==> config.mk <==
export PLATFORM = sky130hd
export DESIGN_NAME = disk_arm_request_scheduler_flat
export DESIGN_NICKNAME = d
export VERILOG_FILES = /design/src/hw/rtl/dars_pkg.sv /design/src/hw/rtl/dars_req_if.sv /design/src/hw/rtl/dars_res_if.sv /design/src/hw/rtl/dars_cfg_if.sv /design/src/hw/rtl/dars_cell.sv /design/src/hw/rtl/disk_arm_request_scheduler.sv /design/src/flat_wrapper.sv
export SDC_FILE = /design/constraint.sdc
export NUM_CORES = 2
export LEC_CHECK = 0
export BUFFER_PORTS_ARGS = -buffer_cell sky130_fd_sc_hd__buf_4
export CAP_MARGIN = 20
export CORE_ASPECT_RATIO = 0.5
export CORE_MARGIN = 2
export CORE_UTILIZATION = 35
export CTS_CLUSTER_DIAMETER = 50
export CTS_CLUSTER_SIZE = 20
export DETAILED_ROUTE_END_ITERATION = 10
export HOLD_SLACK_MARGIN = 0.15
export MAX_ROUTING_LAYER = met4
export PLACE_DENSITY = 0.46
export REMOVE_ABC_BUFFERS = 1
export SLEW_MARGIN = 5
export SYNTH_ARGS = -nofsm -noshare
export SYNTH_HDL_FRONTEND = slang
export SYNTH_SLANG_ARGS = --single-unit
==> constraint.sdc <==
create_clock -name clk -period 7.1 [get_ports clk]
set_clock_uncertainty 0.05 [all_clocks]
set_input_delay 0.355 -clock clk [delete_from_list [all_inputs] [get_ports clk]]
set_output_delay 0.355 -clock clk [all_outputs]
set_load 0.05 [all_outputs]
==> src/hw/rtl/dars_pkg.sv <==
`timescale 1ns / 1ps
`default_nettype none
// Shared types, constants and helpers of the disk-arm request scheduler.
// No dependencies; every other file of the block takes its names from here.
package dars_pkg;

	localparam int unsigned MAX_REQUESTS = 32;
	localparam int unsigned CNT_W        = $clog2(MAX_REQUESTS + 1);
	localparam int unsigned TRACK_W      = 16;
	localparam int unsigned TOT_W        = 22;
	localparam int unsigned MODE_W       = 2;
	localparam int unsigned CFG_IDX_W    = 1;
	localparam int unsigned CFG_DATA_W   = 16;

	// command codes
	localparam logic CMD_ADD   = 1'b0;
	localparam logic CMD_START = 1'b1;

	// schedule modes
	localparam logic [MODE_W-1:0] MODE_FCFS  = 2'd0;
	localparam logic [MODE_W-1:0] MODE_SCAN  = 2'd1;
	localparam logic [MODE_W-1:0] MODE_CSCAN = 2'd2;

	// register indexes
	localparam logic [CFG_IDX_W-1:0] REG_SCHED_MODE  = 1'd0;
	localparam logic [CFG_IDX_W-1:0] REG_TRACK_LIMIT = 1'd1;

	typedef enum logic [2:0] {
		OP_HOLD,
		OP_INSERT,
		OP_UP_STEP,
		OP_ARR_POP,
		OP_SRT_POP
	} cell_op_t;

	// broadcast control for the whole row
	typedef struct packed {
		cell_op_t             op;
		logic [TRACK_W-1:0]   value;
		logic                 rotate;
		logic [TRACK_W-1:0]   wrap_val;
	} cell_ctl_t;

	// per-cell position flags
	typedef struct packed {
		logic valid;
		logic arr_slot;
		logic tail;
	} cell_pos_t;

	function automatic logic [TRACK_W-1:0] absdiff(input logic [TRACK_W-1:0] a,
		input logic [TRACK_W-1:0] b);
		absdiff = (a > b) ? (a - b) : (b - a);
	endfunction

endpackage
`default_nettype wire

==> src/hw/rtl/dars_req_if.sv <==
`timescale 1ns / 1ps
`default_nettype none
// Request channel: one word carries a command and a track.
// Depends on dars_pkg for field widths.
interface dars_req_if;
	logic                          valid;
	logic                          ready;
	logic                          command;
	logic [dars_pkg::TRACK_W-1:0]  track;

	modport source(output valid, output command, output track, input ready);
	modport sink(input valid, input command, input track, output ready);
endinterface
`default_nettype wire

==> src/hw/rtl/dars_res_if.sv <==
`timescale 1ns / 1ps
`default_nettype none
// Result channel: one word per visited arm position.
// Depends on dars_pkg for field widths.
interface dars_res_if;
	logic                          valid;
	logic                          ready;
	logic [dars_pkg::TRACK_W-1:0]  visit_track;
	logic [dars_pkg::TOT_W-1:0]    total_movement;
	logic                          last;

	modport source(output valid, output visit_track, output total_movement, output last,
		input ready);
	modport sink(input valid, input visit_track, input total_movement, input last,
		output ready);
endinterface
`default_nettype wire

==> src/hw/rtl/dars_cfg_if.sv <==
`timescale 1ns / 1ps
`default_nettype none
// Configuration write channel: register index and write data.
// Depends on dars_pkg for field widths.
interface dars_cfg_if;
	logic                             valid;
	logic                             ready;
	logic [dars_pkg::CFG_IDX_W-1:0]   index;
	logic [dars_pkg::CFG_DATA_W-1:0]  data;

	modport source(output valid, output index, output data, input ready);
	modport sink(input valid, input index, input data, output ready);
endinterface
`default_nettype wire

==> src/hw/rtl/dars_cell.sv <==
`timescale 1ns / 1ps
`default_nettype none
// One cell of the request row: a sorted-chain slot and an arrival-chain slot.
// Depends on dars_pkg for the control and position types.
module dars_cell (
	input  wire logic                          clk,
	input  wire dars_pkg::cell_ctl_t           ctl,
	input  wire dars_pkg::cell_pos_t           pos,
	input  wire logic [dars_pkg::TRACK_W-1:0]  left_srt,
	input  wire logic [dars_pkg::TRACK_W-1:0]  left_arr,
	input  wire logic                          left_gt,
	input  wire logic [dars_pkg::TRACK_W-1:0]  right_srt,
	input  wire logic [dars_pkg::TRACK_W-1:0]  right_arr,
	output logic [dars_pkg::TRACK_W-1:0]       srt,
	output logic [dars_pkg::TRACK_W-1:0]       arr,
	output logic                               gt
);

	logic [dars_pkg::TRACK_W-1:0] srt_q;
	logic [dars_pkg::TRACK_W-1:0] arr_q;

	// empty slots count as greater so the insert point is found below them
	assign gt  = !pos.valid || (srt_q > ctl.value);
	assign srt = srt_q;
	assign arr = arr_q;

	always_ff @(posedge clk) begin
		case (ctl.op)
			dars_pkg::OP_INSERT: begin
				if (left_gt) begin
					srt_q <= left_srt;
				end else if (gt) begin
					srt_q <= ctl.value;
				end
				if (pos.arr_slot) begin
					arr_q <= ctl.value;
				end
			end
			dars_pkg::OP_UP_STEP: begin
				// shift down; the tail slot takes the head word when it rotates
				srt_q <= (pos.tail && ctl.rotate) ? ctl.wrap_val : right_srt;
				if (ctl.rotate) begin
					arr_q <= left_arr;
				end
			end
			dars_pkg::OP_ARR_POP: begin
				arr_q <= right_arr;
			end
			dars_pkg::OP_SRT_POP: begin
				srt_q <= right_srt;
			end
			default: begin
			end
		endcase
	end

endmodule
`default_nettype wire

==> src/hw/rtl/disk_arm_request_scheduler.sv <==
`timescale 1ns / 1ps
`default_nettype none
// Disk-arm request scheduler: a row of MAX_REQUESTS cells that keeps the queued tracks
// both in arrival order and in ascending order, plus a sequencer that walks the row.
// Depends on dars_pkg, dars_req_if, dars_res_if, dars_cfg_if and dars_cell.
//
// An add word (command 0) queues its track, clamped to track_limit, and gives no
// result; adds beyond MAX_REQUESTS are dropped. A start word (command 1) gives
// the head position and starts a run: the head word comes out first, then the visiting
// order for the mode in sched_mode (0 or 3 first-come-first-served, 1 SCAN, 2 C-SCAN).
// total_movement is nonzero only on the word with last set; after it the queue is
// empty. The block handles one run at a time and takes no input word during a run.
// Each result word passes through the shared output register, and the row shifts one
// cell per cycle unless a result word that it must give is held by the consumer. The
// upward pass of SCAN and C-SCAN steps through every entry once, then closes the leg,
// and the return leg pops the entries below the head again. Slow result consumers
// stretch a run by their stall cycles. Configuration writes are always taken and must
// only be issued while the block is idle.
module disk_arm_request_scheduler (
	input  wire logic  clk,
	input  wire logic  arst_n,
	dars_req_if.sink   req,
	dars_res_if.source res,
	dars_cfg_if.sink   cfg
);

	localparam int unsigned CW = dars_pkg::CNT_W;
	localparam int unsigned TW = dars_pkg::TRACK_W;
	localparam int unsigned NR = dars_pkg::MAX_REQUESTS;

	typedef enum logic [2:0] {
		ST_IDLE,
		ST_HEAD,
		ST_FCFS,
		ST_UP,
		ST_LIMIT,
		ST_WRAP0,
		ST_DOWN,
		ST_WRAPUP
	} state_t;

	state_t                        state_q;
	logic [dars_pkg::MODE_W-1:0]   mode_q;
	logic [TW-1:0]                 limit_q;
	logic [CW-1:0]                 cnt_q;    // queued requests
	logic [CW-1:0]                 k_q;      // steps left in the current leg
	logic [CW-1:0]                 m_q;      // live entries in the sorted chain
	logic [CW-1:0]                 b_q;      // entries found below the head
	logic [TW-1:0]                 head_q;
	logic [TW-1:0]                 pos_q;
	logic [dars_pkg::TOT_W-1:0]    total_q;

	logic                          res_valid_q;
	logic [TW-1:0]                 res_track_q;
	logic [dars_pkg::TOT_W-1:0]    res_total_q;
	logic                          res_last_q;

	logic [TW-1:0]                 srt_w [NR];
	logic [TW-1:0]                 arr_w [NR];
	logic                          gt_w  [NR];

	dars_pkg::cell_ctl_t           ctl;
	logic                          in_ready;
	logic                          req_take;
	logic                          out_free;
	logic                          is_fcfs;
	logic                          up_rot;
	logic                          step;
	logic                          emit;
	logic [TW-1:0]                 emit_track;
	logic                          emit_last;
	logic [dars_pkg::TOT_W-1:0]    tot_n;
	logic [TW-1:0]                 clamped;

	assign in_ready  = (state_q == ST_IDLE);
	assign req.ready = in_ready;
	assign req_take  = req.valid && in_ready;
	assign out_free  = !res_valid_q || res.ready;
	assign is_fcfs   = !(mode_q == dars_pkg::MODE_SCAN || mode_q == dars_pkg::MODE_CSCAN);
	assign clamped   = (req.track > limit_q) ? limit_q : req.track;
	assign up_rot    = srt_w[0] < head_q;

	assign res.valid          = res_valid_q;
	assign res.visit_track    = res_track_q;
	assign res.total_movement = res_total_q;
	assign res.last           = res_last_q;

	assign cfg.ready = 1'b1;

	// Configuration registers: take every write.
	always_ff @(posedge clk or negedge arst_n) begin
		if (!arst_n) begin
			mode_q  <= dars_pkg::MODE_FCFS;
			limit_q <= '1;
		end else if (cfg.valid) begin
			case (cfg.index)
				dars_pkg::REG_SCHED_MODE:  mode_q  <= cfg.data[dars_pkg::MODE_W-1:0];
				dars_pkg::REG_TRACK_LIMIT: limit_q <= cfg.data[TW-1:0];
				default: begin
				end
			endcase
		end
	end

	// Sequencer decode: what the row does and what goes to the output this cycle.
	always_comb begin
		ctl.op       = dars_pkg::OP_HOLD;
		ctl.value    = clamped;
		ctl.rotate   = 1'b0;
		ctl.wrap_val = srt_w[0];
		step         = 1'b0;
		emit         = 1'b0;
		emit_track   = '0;
		emit_last    = 1'b0;
		tot_n        = total_q;
		case (state_q)
			ST_IDLE: begin
				// insert an add word unless the row is full
				if (req_take && req.command == dars_pkg::CMD_ADD && cnt_q < CW'(NR)) begin
					ctl.op = dars_pkg::OP_INSERT;
				end
			end
			ST_HEAD: begin
				if (out_free) begin
					emit       = 1'b1;
					emit_track = head_q;
					emit_last  = is_fcfs && (cnt_q == '0);
					step       = 1'b1;
				end
			end
			ST_FCFS: begin
				tot_n = total_q + dars_pkg::TOT_W'(dars_pkg::absdiff(pos_q, arr_w[0]));
				if (out_free) begin
					emit       = 1'b1;
					emit_track = arr_w[0];
					emit_last  = (k_q == CW'(1));
					ctl.op     = dars_pkg::OP_ARR_POP;
					step       = 1'b1;
				end
			end
			ST_UP: begin
				// below the head: rotate to the tail and push on the return stack
				if (k_q == '0) begin
					step = 1'b1;
				end else if (up_rot) begin
					ctl.op     = dars_pkg::OP_UP_STEP;
					ctl.rotate = 1'b1;
					step       = 1'b1;
				end else if (out_free) begin
					emit       = 1'b1;
					emit_track = srt_w[0];
					ctl.op     = dars_pkg::OP_UP_STEP;
					step       = 1'b1;
				end
			end
			ST_LIMIT: begin
				tot_n = total_q + dars_pkg::TOT_W'(dars_pkg::absdiff(head_q, limit_q));
				if (out_free) begin
					emit       = 1'b1;
					emit_track = limit_q;
					emit_last  = (b_q == '0);
					step       = 1'b1;
				end
			end
			ST_WRAP0: begin
				tot_n = total_q + dars_pkg::TOT_W'(limit_q);
				if (out_free) begin
					emit = 1'b1;
					step = 1'b1;
				end
			end
			ST_DOWN: begin
				// the stack pops largest first; the last pop is the lowest request,
				// and only the sweep from the limit down to it adds movement
				if (k_q == CW'(1)) begin
					tot_n = total_q + dars_pkg::TOT_W'(dars_pkg::absdiff(limit_q, arr_w[0]));
				end
				if (out_free) begin
					emit       = 1'b1;
					emit_track = arr_w[0];
					emit_last  = (k_q == CW'(1));
					ctl.op     = dars_pkg::OP_ARR_POP;
					step       = 1'b1;
				end
			end
			ST_WRAPUP: begin
				// the climb from track 0 ends at the highest request below the head
				if (k_q == CW'(1)) begin
					tot_n = total_q + dars_pkg::TOT_W'(srt_w[0]);
				end
				if (out_free) begin
					emit       = 1'b1;
					emit_track = srt_w[0];
					emit_last  = (k_q == CW'(1));
					ctl.op     = dars_pkg::OP_SRT_POP;
					step       = 1'b1;
				end
			end
			default: begin
			end
		endcase
	end

	// Sequencer state and the output register.
	always_ff @(posedge clk or negedge arst_n) begin
		if (!arst_n) begin
			state_q     <= ST_IDLE;
			cnt_q       <= '0;
			k_q         <= '0;
			m_q         <= '0;
			b_q         <= '0;
			head_q      <= '0;
			pos_q       <= '0;
			total_q     <= '0;
			res_valid_q <= 1'b0;
			res_track_q <= '0;
			res_total_q <= '0;
			res_last_q  <= 1'b0;
		end else begin
			if (emit) begin
				res_valid_q <= 1'b1;
				res_track_q <= emit_track;
				res_total_q <= emit_last ? tot_n : '0;
				res_last_q  <= emit_last;
			end else if (res.ready) begin
				res_valid_q <= 1'b0;
			end

			if (step) begin
				total_q <= tot_n;
			end

			case (state_q)
				ST_IDLE: begin
					if (req_take) begin
						if (req.command == dars_pkg::CMD_START) begin
							head_q  <= req.track;
							total_q <= '0;
							state_q <= ST_HEAD;
						end else if (cnt_q < CW'(NR)) begin
							cnt_q <= cnt_q + CW'(1);
						end
					end
				end
				ST_HEAD: begin
					if (step) begin
						pos_q <= head_q;
						k_q   <= cnt_q;
						m_q   <= cnt_q;
						b_q   <= '0;
						if (!is_fcfs) begin
							state_q <= ST_UP;
						end else if (cnt_q == '0) begin
							state_q <= ST_IDLE;
						end else begin
							state_q <= ST_FCFS;
						end
					end
				end
				ST_FCFS: begin
					if (step) begin
						pos_q <= arr_w[0];
						k_q   <= k_q - CW'(1);
						if (k_q == CW'(1)) begin
							cnt_q   <= '0;
							state_q <= ST_IDLE;
						end
					end
				end
				ST_UP: begin
					if (step) begin
						if (k_q == '0) begin
							state_q <= ST_LIMIT;
						end else begin
							k_q <= k_q - CW'(1);
							if (up_rot) begin
								b_q <= b_q + CW'(1);
							end else begin
								m_q <= m_q - CW'(1);
							end
						end
					end
				end
				ST_LIMIT: begin
					if (step) begin
						k_q <= b_q;
						if (b_q == '0) begin
							cnt_q   <= '0;
							state_q <= ST_IDLE;
						end else if (mode_q == dars_pkg::MODE_SCAN) begin
							state_q <= ST_DOWN;
						end else begin
							state_q <= ST_WRAP0;
						end
					end
				end
				ST_WRAP0: begin
					if (step) begin
						state_q <= ST_WRAPUP;
					end
				end
				ST_DOWN, ST_WRAPUP: begin
					if (step) begin
						k_q <= k_q - CW'(1);
						if (k_q == CW'(1)) begin
							cnt_q   <= '0;
							state_q <= ST_IDLE;
						end
					end
				end
				default: begin
					state_q <= ST_IDLE;
				end
			endcase
		end
	end

	// The row of cells; neighbors hand words to each other when the row shifts.
	for (genvar i = 0; i < NR; i++) begin : g_cell
		localparam logic [CW-1:0] IDX      = CW'(i);
		localparam logic [CW-1:0] IDX_NEXT = CW'(i + 1);

		dars_pkg::cell_pos_t       cpos;
		logic [TW-1:0]             l_srt;
		logic [TW-1:0]             l_arr;
		logic                      l_gt;
		logic [TW-1:0]             r_srt;
		logic [TW-1:0]             r_arr;

		assign cpos.valid    = IDX < cnt_q;
		assign cpos.arr_slot = IDX == cnt_q;
		assign cpos.tail     = IDX_NEXT == m_q;

		if (i == 0) begin : g_first
			// the front cell pushes the head of the sorted chain onto the stack
			assign l_srt = '0;
			assign l_arr = srt_w[0];
			assign l_gt  = 1'b0;
		end else begin : g_inner
			assign l_srt = srt_w[i-1];
			assign l_arr = arr_w[i-1];
			assign l_gt  = gt_w[i-1];
		end

		if (i == NR - 1) begin : g_last
			assign r_srt = '0;
			assign r_arr = '0;
		end else begin : g_mid
			assign r_srt = srt_w[i+1];
			assign r_arr = arr_w[i+1];
		end

		dars_cell u_cell (
			.clk       (clk),
			.ctl       (ctl),
			.pos       (cpos),
			.left_srt  (l_srt),
			.left_arr  (l_arr),
			.left_gt   (l_gt),
			.right_srt (r_srt),
			.right_arr (r_arr),
			.srt       (srt_w[i]),
			.arr       (arr_w[i]),
			.gt        (gt_w[i])
		);
	end

`ifndef SYNTHESIS
	a_cnt_bound: assert property (@(posedge clk) disable iff (!arst_n)
		cnt_q <= CW'(NR))
		else $error("request count beyond row depth");

	a_up_balance: assert property (@(posedge clk) disable iff (!arst_n)
		state_q == ST_UP |-> m_q == k_q + b_q)
		else $error("sorted chain occupancy out of step with upward pass");

	a_start_runs: assert property (@(posedge clk) disable iff (!arst_n)
		req.valid && req.ready && req.command == dars_pkg::CMD_START |=> state_q == ST_HEAD)
		else $error("start word did not begin a run");

	a_last_ends: assert property (@(posedge clk) disable iff (!arst_n)
		emit && emit_last |=> state_q == ST_IDLE && cnt_q == '0)
		else $error("run ended without emptying the queue");
`endif

endmodule
`default_nettype wire

==> src/flat_wrapper.sv <==
// flat-port wrapper written by rule: the top's interface ports become plain ports
module disk_arm_request_scheduler_flat 
  (clk, arst_n, req_valid, req_command, req_track, req_ready, res_valid, res_visit_track, res_total_movement, res_last, res_ready, cfg_valid, cfg_index, cfg_data, cfg_ready);
  dars_req_if req_i ();
  dars_res_if res_i ();
  dars_cfg_if cfg_i ();
  input  wire logic clk;
  input  wire logic arst_n;
  input wire logic [$bits(req_i.valid)-1:0] req_valid;
  input wire logic [$bits(req_i.command)-1:0] req_command;
  input wire logic [$bits(req_i.track)-1:0] req_track;
  output wire logic [$bits(req_i.ready)-1:0] req_ready;
  output wire logic [$bits(res_i.valid)-1:0] res_valid;
  output wire logic [$bits(res_i.visit_track)-1:0] res_visit_track;
  output wire logic [$bits(res_i.total_movement)-1:0] res_total_movement;
  output wire logic [$bits(res_i.last)-1:0] res_last;
  input wire logic [$bits(res_i.ready)-1:0] res_ready;
  input wire logic [$bits(cfg_i.valid)-1:0] cfg_valid;
  input wire logic [$bits(cfg_i.index)-1:0] cfg_index;
  input wire logic [$bits(cfg_i.data)-1:0] cfg_data;
  output wire logic [$bits(cfg_i.ready)-1:0] cfg_ready;
  assign req_i.valid = req_valid;
  assign req_i.command = req_command;
  assign req_i.track = req_track;
  assign req_ready = req_i.ready;
  assign res_valid = res_i.valid;
  assign res_visit_track = res_i.visit_track;
  assign res_total_movement = res_i.total_movement;
  assign res_last = res_i.last;
  assign res_i.ready = res_ready;
  assign cfg_i.valid = cfg_valid;
  assign cfg_i.index = cfg_index;
  assign cfg_i.data = cfg_data;
  assign cfg_ready = cfg_i.ready;
  disk_arm_request_scheduler u_core (.clk(clk), .arst_n(arst_n), .req(req_i), .res(res_i), .cfg(cfg_i));
endmodule
==> results.py <==
metrics = {
    "die": {
        "die_area_mm2": 0.2275,
        "core-area_mm2": 0.2216,
        "rows": 122,
        "io_pins": 81,
        "die_x_um": 672.6,
        "die_y_um": 338.3,
        "start_util": 0.3530,
    },
    "timing": {
        "setup_tns_ns": 0,
        "slew_viol_final": 0,
        "fmax_ghz": 0.1486,
        "grt_setup_unrepaired": "no",
        "finalHoldViolations": 0,
        "max_slew_margin": 0.1760,
        "fin_crit_sh": 0.9480,
        "setup_viol": 0,
        "fin_crit_ns": 6.731,
        "hold_ws_ns": 0.1960,
        "worst_pin_slew_ns": 1.235,
    },
    "clock_network": {
        "cts.htree.levels": 3,
        "clk_latency_ns": 0.81,
        "cts_hold_buf": 38,
        "clk_pin_slew_worst_paths_ns": 0.06,
        "cts_tree": "done",
        "clk_path_buf_depth": 3,
        "postCtsSetupRepairBufs": 0,
        "ctsResizeCount": 0,
        "cts_buffers": 120,
        "root_buffer": "clkbuf_16",
        "cts_sinks": 1163,
    },
    "place": {
        "io_buffers": 79,
        "gp_congestion": 0.9909,
        "hpwl_um": 241000,
    },
    "run_status": {
        "status": "complete, no violations",
    },
    "setup_path": {
        "cp_max_fo": 9,
        "ff2ff_setup_slack_ns": 0.37,
        "r2r-end": "u_core.res.total_movement[19]$_DFFE_PN0P_",
        "worstPathArrival_ns": 7.36,
        "ff2ff_path_depth": 21,
        "critPathRequiredTime_ns": 7.73,
        "crit_path_end_kind": "flop",
        "cp-start-kind": "flop",
        "critPathKind": "flop to flop",
        "r2r-start": "u_core.limit_q[1]$_DFFE_PN1P_",
    },
    "route": {
        "drtPass1Iterations": 9,
        "wl_um": 346200,
        "vias_per_cell": 6.566,
        "drtIter0Drc": 8727,
        "drc_errors": 0,
        "detail-route-antenna-nets": 0,
        "wl_per_cell_um": 34.04,
        "num_vias": 66770,
    },
    "yosys": {
        "yosys_warnings": 0,
        "synthSimpleGateAreaFrac": 0.07877,
        "synth.most_common_cell": "edfxtp_1",
        "synth_xor_area_frac": 0.007725,
        "synth_top_cell_by_area": "edfxtp_1",
        "synthArstFlopShare": 0.1195,
        "synth_top_area_frac": 0.3931,
        "ys_types": 95,
        "yosys_register_bits": 1163,
        "synth_top_family_by_area": "compound AO/OA/AOI/OAI gates",
        "synth-compound-area-share": 0.2535,
        "synth_area_mm2": 0.07823,
        "muxShareOfSynthArea": 0.06543,
        "synthTopCellsByArea": "edfxtp_1 (39%), ha_1 (11%), a221o_1 (6.5%)",
        "synth_edf_count": 1024,
        "syn_inst": 7106,
        "yosys-top-cells-count": "edfxtp_1 (1024), ha_1 (683), o21ai_0 (565), a221o_1 (505), mux2i_1 (481)",
        "ys_seq_area_frac": 0.4378,
        "synth_top_flop_cell": "edfxtp_1",
        "syn_avg_cell_area_um2": 11.01,
        "synthAdderAreaFrac": 0.1115,
    },
    "global_route": {
        "grt_pass1_wl_um": 488600,
        "use_met3": 0.06082,
        "antenna_found_initial": 25,
        "grt_pass1_vias": 64720,
        "track_usage": 0.3018,
        "grt_max_degree": 247,
        "overflow": 0,
        "grtUsageMet2": 0.4386,
        "grt_busiest_layer": "met2",
        "grt_use_met1": 0.4161,
    },
    "cells_and_area": {
        "drive_above_1_share": 0.1221,
        "fin_nets": 7809,
        "area_growth_pct": 12.02,
        "fillers": 21430,
    },
    "worst_hold_path": {
        "min_path_type": "primary input to asynchronous set/reset pin",
    },
    "run": {
        "max-cap-violations": 0,
    },
}
## state kept, by name (all words and copies together), names as in the netlist
register	flops
u_core.g_cell.u_cell.arr	512
u_core.g_cell.u_cell.srt	512
u_core.res.total_movement	22
u_core.total_q	22
u_core.head_q	16
u_core.limit_q	16
u_core.pos_q	16
u_core.res.visit_track	16
u_core.b_q	6
u_core.cnt_q	6
u_core.k_q	6
u_core.m_q	6
u_core.state_q	3
u_core.mode_q	2
u_core.res.last	1
u_core.res.valid	1
## routing by layer
layer  wire (um)  share of wire
met1      153200           0.44
met2      148200           0.43
met4       13860          0.040
met3       30990          0.090
met5           0              0
## critical path, stage by stage (launching register included)
cell and delay [ns]:
dfstp_2 0.76, inv_1 0.34, fa_1 0.51, a211oi_1 0.28, o21bai_1 0.18, o221a_2 0.29, o21ai_1 0.17, mux2_2 0.39
or3_1 0.41, xor2_1 0.19, a21oi_1 0.11, a21oi_1 0.33, ha_1 0.34, a21o_1 0.18, a21o_1 0.18, a211oi_1 0.29
a21boi_0 0.30, a221o_1 0.39, a32oi_1 0.39, o311a_1 0.21, nand3_1 0.10, a32o_1 0.23
## cell type report
type                            instances  area, um2  share of cell area
Inverter                              211      793.3            0.009052
Clock inverter                         87       1035             0.01181
Sequential cell                      1163      34250              0.3908
Timing Repair Buffer                  440       3667             0.04185
Tap cell                             2976       3724             0.04249
Clock buffer                          141       3134             0.03577
Antenna cell                           10      25.02           0.0002856
Multi-Input combinational cell       5142      41010              0.4679
## cell usage in the layout (no fill, tap or decap), types with 31 or more instances in the layout
master,n
dlygate4sd3_1,38
nor4_1,35
o22ai_1,42
o31ai_4,31
edfxtp_1,1024
nand2_1,356
mux2i_1,481
dfrtp_1,122
nor2b_1,58
a21o_1,217
a22oi_1,453
o21ai_1,43
nand4_1,131
a211oi_1,39
a31oi_1,50
nor2_1,194
o21ai_0,565
o21a_1,60
o211ai_1,81
xnor2_1,45
inv_1,191
buf_4,374
a221o_1,505
nor3_1,39
a21oi_1,289
nand3_1,143
clkbuf_16,122
ha_1,683
## worst max-delay path by stage
stage                                   from                                   endpoint  slack (ns)  cells after the start
6_report       u_core.limit_q[1]$_DFFE_PN1P_  u_core.res.total_movement[19]$_DFFE_PN0P_        0.37                     21
5_1_grt        u_core.limit_q[1]$_DFFE_PN1P_  u_core.res.total_movement[19]$_DFFE_PN0P_        0.03                     21
4_1_cts        u_core.limit_q[1]$_DFFE_PN1P_  u_core.res.total_movement[19]$_DFFE_PN0P_        0.49                     21
3_5_place_dp   u_core.limit_q[1]$_DFFE_PN1P_  u_core.res.total_movement[19]$_DFFE_PN0P_        0.52                     21
3_3_place_gp   u_core.limit_q[1]$_DFFE_PN1P_  u_core.res.total_movement[19]$_DFFE_PN0P_        0.48                     21
2_1_floorplan  u_core.state_q[0]$_DFFE_PN0P_   u_core.g_cell[0].u_cell.srt[0]$_DFFE_PP_      -24.21                      8
## stage by stage
stage,instance area [um2],util,cells,setup slack [ns]
global route,87630,0.3954,10170,0.02857
detailed placement,82980,0.3744,9887,0.5196
floorplan,75480,-,6516,-24.21
global placement,82930,0.3742,9882,0.4775
CTS,87530,0.3949,10150,0.4864
finish,87630,0.3954,10170,0.3694
## logic make-up after synthesis
kind of cell	after synthesis
muxes	508
and+or+nand+nor	1182
other	1
DFF	1163
buffers and inverters	801
xor gates and xnor gates	69
adders and majority gates	692
AOI/OAI and AO/OA	2690
Power is left out: the tool's default activity adds up to more than one toggle a clock period on the data nets, which glitch-free logic cannot reach.
